===== config.mk =====
export PLATFORM = sky130hd
export DESIGN_NAME = binomial_nondivisible_counts
export DESIGN_NICKNAME = d
export VERILOG_FILES = /design/src/rtl/bnc_pkg.sv /design/src/rtl/bnc_div.sv /design/src/rtl/binomial_nondivisible_counts.sv
export SDC_FILE = /design/constraint.sdc
export NUM_CORES = 1
export LEC_CHECK = 0
export BUFFER_PORTS_ARGS = -buffer_cell sky130_fd_sc_hd__buf_4
export CELL_PAD_IN_SITES_DETAIL_PLACEMENT = 0
export CELL_PAD_IN_SITES_GLOBAL_PLACEMENT = 1
export CORE_MARGIN = 4
export CORE_UTILIZATION = 50
export DETAILED_ROUTE_END_ITERATION = 10
export HOLD_SLACK_MARGIN = 0.1
export PLACE_DENSITY = 0.8
export SYNTH_ARGS = -nofsm -noshare
export SYNTH_HDL_FRONTEND = slang
export SYNTH_SLANG_ARGS = --single-unit

===== constraint.sdc =====
create_clock -name clk -period 15.7 [get_ports clk]
set_input_delay 0.785 -clock clk [delete_from_list [all_inputs] [get_ports clk]]
set_output_delay 0.785 -clock clk [all_outputs]
set_load 0.005 [all_outputs]

===== src/rtl/bnc_pkg.sv =====
// shared types for the binomial nondivisible count block
// operand and result structs used by the top level; no dependencies
package bnc_pkg;

  localparam int M_W     = 64;
  localparam int RADIX_W = 5;

  typedef struct packed {
    logic [M_W-1:0]     m_value;
    logic [RADIX_W-1:0] radix;
  } operands_t;

  typedef struct packed {
    logic [M_W-1:0] miss_total;
    logic [M_W-1:0] hit_total;
    logic [M_W-1:0] interval_total;
  } result_t;

endpackage


===== src/rtl/bnc_div.sv =====
// iterative restoring divider: 64-bit dividend by a small base
// retires eight quotient bits per cycle; uses bnc_pkg for widths
module bnc_div import bnc_pkg::*; #(
  parameter int BASE_W = 5
) (
  input  logic              clk,
  input  logic              rst,
  input  logic              start,
  input  logic [M_W-1:0]    dividend,
  input  logic [BASE_W-1:0] divisor,
  output logic              done,
  output logic [M_W-1:0]    quotient,
  output logic [BASE_W-1:0] remainder
);

  localparam int STEPS  = 8;
  localparam int CYCLES = M_W / STEPS;
  localparam int CNT_W  = (CYCLES > 1) ? $clog2(CYCLES) : 1;

  logic              running;
  logic [CNT_W-1:0]  cnt;
  logic [M_W-1:0]    q;
  logic [BASE_W-1:0] r;
  logic [M_W-1:0]    q_next;
  logic [BASE_W-1:0] r_next;

  // eight restoring steps on a narrow partial remainder
  always_comb begin
    logic [BASE_W:0] t;
    q_next = q;
    r_next = r;
    for (int i = 0; i < STEPS; i++) begin
      t = {r_next, q_next[M_W-1]};
      if (t >= {1'b0, divisor}) begin
        t = t - {1'b0, divisor};
        q_next = {q_next[M_W-2:0], 1'b1};
      end else begin
        q_next = {q_next[M_W-2:0], 1'b0};
      end
      r_next = t[BASE_W-1:0];
    end
  end

  always_ff @(posedge clk) begin
    if (rst) begin
      running <= 1'b0;
      done    <= 1'b0;
      cnt     <= '0;
    end else begin
      done <= 1'b0;
      if (start) begin
        running <= 1'b1;
        cnt     <= '0;
        q       <= dividend;
        r       <= '0;
      end else if (running) begin
        q   <= q_next;
        r   <= r_next;
        cnt <= cnt + 1'b1;
        if (cnt == CNT_W'(CYCLES - 1)) begin
          running <= 1'b0;
          done    <= 1'b1;
        end
      end
    end
  end

  assign quotient  = q;
  assign remainder = r;

endmodule


===== src/rtl/binomial_nondivisible_counts.sv =====
// top level: digit expansion of m and the three nondivisible counts
// depends on bnc_pkg and bnc_div
//
// usage: drive operands and raise start; the transfer happens at a clock edge
// where start is high and busy is low. busy then stays high until the result
// is out. the result appears on result for exactly one cycle with done high;
// the receiver cannot stall it and must take it in that cycle.
// the radix is clamped to 2..MAX_BASE.
// m is split into base digits, low digit first, by a shared divider that
// retires eight quotient bits per cycle. each digit then passes through one
// shared 64-bit by small multiplier (miss product, then interval count) and
// a zero test. m has up to 64 base digits (base 2), none for m = 0; one
// item at a time, busy for the whole item.
// a new transfer may be taken in the cycle where done is high.
// reset (rst, synchronous) returns the sequencer to idle and drops done;
// no state is kept between items.
module binomial_nondivisible_counts import bnc_pkg::*; #(
  parameter int MAX_BASE = 16
) (
  input  logic      clk,
  input  logic      rst,
  input  logic      start,
  input  operands_t operands,
  output logic      busy,
  output logic      done,
  output result_t   result
);

  localparam int BW = $clog2(MAX_BASE + 1);

  typedef enum logic [2:0] {
    IDLE,
    TEST,
    DIV,
    MUL_MISS,
    MUL_RUNS
  } state_t;

  state_t          state;
  logic [M_W-1:0]  m_keep;
  logic [M_W-1:0]  q;
  logic [BW-1:0]   base;
  logic [BW-1:0]   d;
  logic [M_W-1:0]  miss;
  logic [M_W-1:0]  runs;
  logic            low_all_max;
  logic            first;

  logic [31:0]       radix_ext;
  logic [BW-1:0]     base_in;
  logic              div_start;
  logic              div_done;
  logic [M_W-1:0]    div_q;
  logic [BW-1:0]     div_r;
  logic [BW-1:0]     d_inc;
  logic [M_W-1:0]    mul_a;
  logic [M_W+BW-1:0] prod_full;
  logic [M_W-1:0]    prod;

  always_comb begin
    radix_ext = 32'(operands.radix);
    if (radix_ext < 32'd2) begin
      base_in = BW'(2);
    end else if (radix_ext > 32'(MAX_BASE)) begin
      base_in = BW'(MAX_BASE);
    end else begin
      base_in = radix_ext[BW-1:0];
    end
  end

  assign div_start = (state == TEST) && (q != '0);

  bnc_div #(.BASE_W(BW)) u_div (
    .clk       (clk),
    .rst       (rst),
    .start     (div_start),
    .dividend  (q),
    .divisor   (base),
    .done      (div_done),
    .quotient  (div_q),
    .remainder (div_r)
  );

  // shared multiplier: miss product, then interval count
  assign d_inc     = d + BW'(1);
  assign mul_a     = (state == MUL_MISS) ? miss : runs;
  assign prod_full = mul_a * d_inc;
  assign prod      = prod_full[M_W-1:0];

  assign busy = (state != IDLE);

  always_ff @(posedge clk) begin
    if (rst) begin
      state <= IDLE;
      done  <= 1'b0;
    end else begin
      done <= 1'b0;
      unique case (state)
        IDLE: begin
          if (start) begin
            m_keep      <= operands.m_value;
            q           <= operands.m_value;
            base        <= base_in;
            miss        <= M_W'(1);
            runs        <= '0;
            low_all_max <= 1'b1;
            first       <= 1'b1;
            state       <= TEST;
          end
        end
        TEST: begin
          if (q == '0) begin
            result.miss_total     <= miss;
            result.hit_total      <= m_keep - miss + M_W'(1);
            result.interval_total <= runs;
            done                  <= 1'b1;
            state                 <= IDLE;
          end else begin
            state <= DIV;
          end
        end
        DIV: begin
          if (div_done) begin
            q     <= div_q;
            d     <= div_r;
            state <= MUL_MISS;
          end
        end
        MUL_MISS: begin
          miss  <= prod;
          state <= MUL_RUNS;
        end
        MUL_RUNS: begin
          // low digit and zero digits leave the run count alone
          if (!first && (d != '0)) begin
            runs <= prod + (low_all_max ? '0 : M_W'(d));
          end
          if (d != base - BW'(1)) begin
            low_all_max <= 1'b0;
          end
          first <= 1'b0;
          state <= TEST;
        end
        default: state <= IDLE;
      endcase
    end
  end

endmodule


==> impl_metrics.prom <==
# TYPE chip_impl_metric gauge
chip_impl_metric{name="io_buffer_count",unit=""} 265
chip_impl_metric{name="layout.core_utilization",unit=""} 0.573
chip_impl_metric{name="count_of_endpoints_failing_setup_in_the_final_report",unit=""} 0
chip_impl_metric{name="placed_area",unit="sq um"} 40600
chip_impl_metric{name="clock_buffer_depth",unit=""} 3
chip_impl_metric{name="routed_len_inst",unit="microns"} 23.0
chip_impl_info{name="synth_largest_area_cell",value="edfxtp_1"} 1
chip_impl_metric{name="tightestPinTransition",unit="ns"} 1.16
chip_impl_metric{name="synth.avg_cell_area",unit="sq um"} 10.8
chip_impl_metric{name="wl_met1",unit="microns"} 48100
chip_impl_metric{name="route.vias.total",unit=""} 27500
chip_impl_info{name="cp-start-kind",value="register"} 1
chip_impl_metric{name="vias_in_the_first_global_route",unit=""} 27300
chip_impl_metric{name="crit_path_max_fanout",unit=""} 11
chip_impl_metric{name="worst_setup_hold_path_clk_slew",unit="ns"} 0.07
chip_impl_metric{name="die_h",unit="microns"} 282
chip_impl_info{name="run_status",value="completed"} 1
chip_impl_metric{name="gp_congestion",unit=""} 0.930
chip_impl_info{name="clock_tree.root_cell",value="clkbuf_16"} 1
chip_impl_metric{name="relSlewSlack",unit=""} 0.229
chip_impl_metric{name="final_slew_violations",unit=""} 0
chip_impl_metric{name="initialDrtViolationCount",unit=""} 2526
chip_impl_metric{name="cts_hold_buffers",unit=""} 0
chip_impl_metric{name="post-route-min-period",unit="ns"} 14.56
chip_impl_metric{name="cts_made_buffers",unit=""} 57
chip_impl_metric{name="design.final.nets",unit=""} 4210
chip_impl_metric{name="final_area",unit="sq um"} 42600
chip_impl_metric{name="initial_core_util",unit=""} 0.505
chip_impl_metric{name="crit_path_max_incr_delay",unit="ns"} 0.45
chip_impl_metric{name="post_synth_top_area_share",unit=""} 0.422
chip_impl_metric{name="core",unit="sq um"} 74400
chip_impl_info{name="max_used_layer",value="met4"} 1
chip_impl_metric{name="post-dp-hpwl",unit="microns"} 84700
chip_impl_metric{name="total_standard_cell_area_after_synthesis",unit="sq um"} 37600
chip_impl_metric{name="synthArstFlopShare",unit=""} 0
chip_impl_metric{name="final.period_utilization",unit=""} 0.927
chip_impl_metric{name="yosys_warnings",unit=""} 0
chip_impl_metric{name="postRouteWirelength",unit="microns"} 109000
chip_impl_info{name="timing.setup.critical_path_class",value="reg2reg"} 1
chip_impl_metric{name="fmax",unit="GHz"} 0.0687
chip_impl_metric{name="ios",unit=""} 266
chip_impl_metric{name="antenna_violating_nets_post_route",unit=""} 0
chip_impl_info{name="ranking_of_synthesized_cells_by_area",value="edfxtp_1 (42%), fa_1 (10%), ha_1 (8.0%)"} 1
chip_impl_metric{name="synth_enable_flop_cells",unit=""} 529
chip_impl_metric{name="postSynthRegisterBits",unit=""} 538
chip_impl_info{name="postSynth.topFlopCell",value="edfxtp_1"} 1
chip_impl_metric{name="drtPass1Iterations",unit=""} 6
chip_impl_metric{name="worstPathBufferInverterCount",unit=""} 6
chip_impl_metric{name="drt_drc_violations_left",unit=""} 0
chip_impl_metric{name="viasPerCell",unit=""} 5.83
chip_impl_metric{name="number_of_sinks_handled_by_clock_tree_synthesis",unit=""} 538
chip_impl_metric{name="layout-drive-gt1-share",unit=""} 0.157
chip_impl_metric{name="worst_clock_skew",unit="ns"} 0.0265
chip_impl_info{name="yosysMostFrequentCell",value="edfxtp_1"} 1
chip_impl_info{name="cp_slowest_cell",value="or3_4"} 1
chip_impl_metric{name="synth_seq_area_share",unit=""} 0.427
chip_impl_metric{name="globalRouteTotalUtil",unit=""} 0.272
chip_impl_metric{name="htree_num_levels",unit=""} 2
chip_impl_metric{name="met2_wirelength",unit="microns"} 50500
chip_impl_metric{name="clk_latency",unit="ns"} 0.64
chip_impl_info{name="timing.critical_path.max_delay_family",value="compound AO/OA/AOI/OAI gates"} 1
chip_impl_metric{name="worstPathArrival",unit="ns"} 14.91
chip_impl_metric{name="initial_antenna_violation_count",unit=""} 3
chip_impl_metric{name="synthesis.nets",unit=""} 3978
chip_impl_metric{name="die_w",unit="microns"} 282
chip_impl_metric{name="design.die.area",unit="sq um"} 79600
chip_impl_metric{name="placementRows",unit=""} 100
chip_impl_metric{name="drv.max_cap_violation_count",unit=""} 0
chip_impl_info{name="timing.critical_path.mode_cell",value="a21oi_1"} 1
chip_impl_metric{name="flow.area_growth_from_synthesis",unit="%"} 13.4
chip_impl_info{name="synthTopCellsByCount",value="edfxtp_1 (529), nand2_1 (366), inv_1 (288)"} 1
chip_impl_metric{name="final_hold_viol_count",unit=""} 0
chip_impl_metric{name="post_synth_num_cell_types",unit=""} 97
chip_impl_metric{name="nFillCells",unit=""} 6438
chip_impl_metric{name="post_synth_inst_count",unit=""} 3476
chip_impl_info{name="crit_path_end_kind",value="register"} 1
chip_impl_info{name="tritoncts_clock_tree",value="built"} 1
chip_impl_metric{name="sum_of_met3_wire_segment_lengths_after_detailed_routing",unit="microns"} 7760
chip_impl_metric{name="cp.required",unit="ns"} 16.05
chip_impl_info{name="worstHoldPathType",value="in2reg"} 1
chip_impl_metric{name="grt_max_degree",unit=""} 81
chip_impl_metric{name="grt_first_pass_wirelength",unit="microns"} 166000
chip_impl_metric{name="grt_overflow_total",unit=""} 0
path summary, 6_finish.rpt:
path	from	cells after the start	endpoint	slack, ns
hold / removal	operands[27]	1	m_keep[22]$_DFFE_PP_	0.34
setup / recovery	u_div.quotient[63]$_DFFE_PP_	69	u_div.remainder[4]$_SDFFCE_PP0P_	1.14
setup reg to reg	u_div.quotient[63]$_DFFE_PP_	69	u_div.remainder[4]$_SDFFCE_PP0P_	1.14
hold reg to reg	miss[41]$_SDFFCE_PN0P_	0	result[169]$_DFFE_PP_	0.45
sequential cells by signal, summed over array words and instances (netlist names), 5 cells and up:
| signal | cells |
|---|---|
| runs | 64 |
| u_div.remainder | 5 |
| u_div.quotient | 64 |
| d | 5 |
| m_keep | 64 |
| base | 5 |
| q | 64 |
| miss | 64 |
| result | 192 |
worst reg2reg max path: cells and delay by family, from the launching register on:
kind	cells	cell delay [ns]
flip-flops	1	0.37
AND/OR/NAND/NOR	20	2.81
AO/OA/AOI/OAI	25	4.75
adder cells (fa/ha/maj)	9	3.17
buffers and inverters	6	0.87
multiplexers	9	2.29
cells in the final DEF, fill, tap and decap left out, types with 33 or more instances in the layout:
master,synthesis,layout
edfxtp_1,529,529
nand2_1,366,365
buf_4,0,303
inv_1,288,288
ha_1,241,241
nor2_1,230,226
fa_1,189,189
a21oi_1,174,172
and2_1,143,142
o21ai_0,140,140
mux2_2,135,135
xnor2_1,129,127
a21o_1,111,111
xor2_1,62,61
nor3_1,58,58
clkbuf_16,0,58
nand3_1,50,50
nand4_1,39,39
nor4_1,38,37
nor2b_1,33,33
cell type report:
type	instances	area (sq um)	share of cell area
sequential	538	16100	0.377
timing repair buffer	303	2270	0.0533
clock inverter	34	444	0.0104
multi-input combinational	2520	20000	0.469
tap	969	1210	0.0284
antenna	1	2.50	0.0000587
clock buffer	72	1560	0.0367
inverter	288	1080	0.0253
per-layer routing:
layer  GRT usage  vias up
met1       0.390    13600
met4      0.0566        0
met5           0        -
li1            -    12800
met3      0.0496      122
met2       0.438      962
stage by stage:
| step | worst slack, ns | hold WS [ns] | instances | TNS [ns] |
|---|---|---|---|---|
| detailed placement | 0.709 | 0.435 | 4618 | 0 |
| finish | 1.14 | 0.341 | 4725 | 0 |
| floorplan | 1.35 | 0.426 | 3476 | 0 |
| CTS | 0.662 | 0.306 | 4724 | 0 |
| global placement | 0.843 | 0.432 | 4618 | 0 |
| global route | -0.0322 | 0.313 | 4725 | -0.0322 |
cell families (layout without fill, tap and decap cells):
logic type,after synthesis,in the layout,synth area share
flops,538,538,0.427
xor+xnor,191,191,0.0445
compound gates,638,638,0.111
fa+ha+maj,430,430,0.181
buf+inv,418,697,0.0441
other cells,0,1,0
mux,155,155,0.0460
simple gates,1106,1106,0.146
what timing repair did:
item / 4_1_cts / 5_1_grt
endpoints found under the setup margin: 0 / 6
setup buffers: 0 / 0
gates resized for setup: 0 / 9
Power is not shown: default switching activity piles up to over one toggle a cycle in this logic, so the estimate is an artifact.
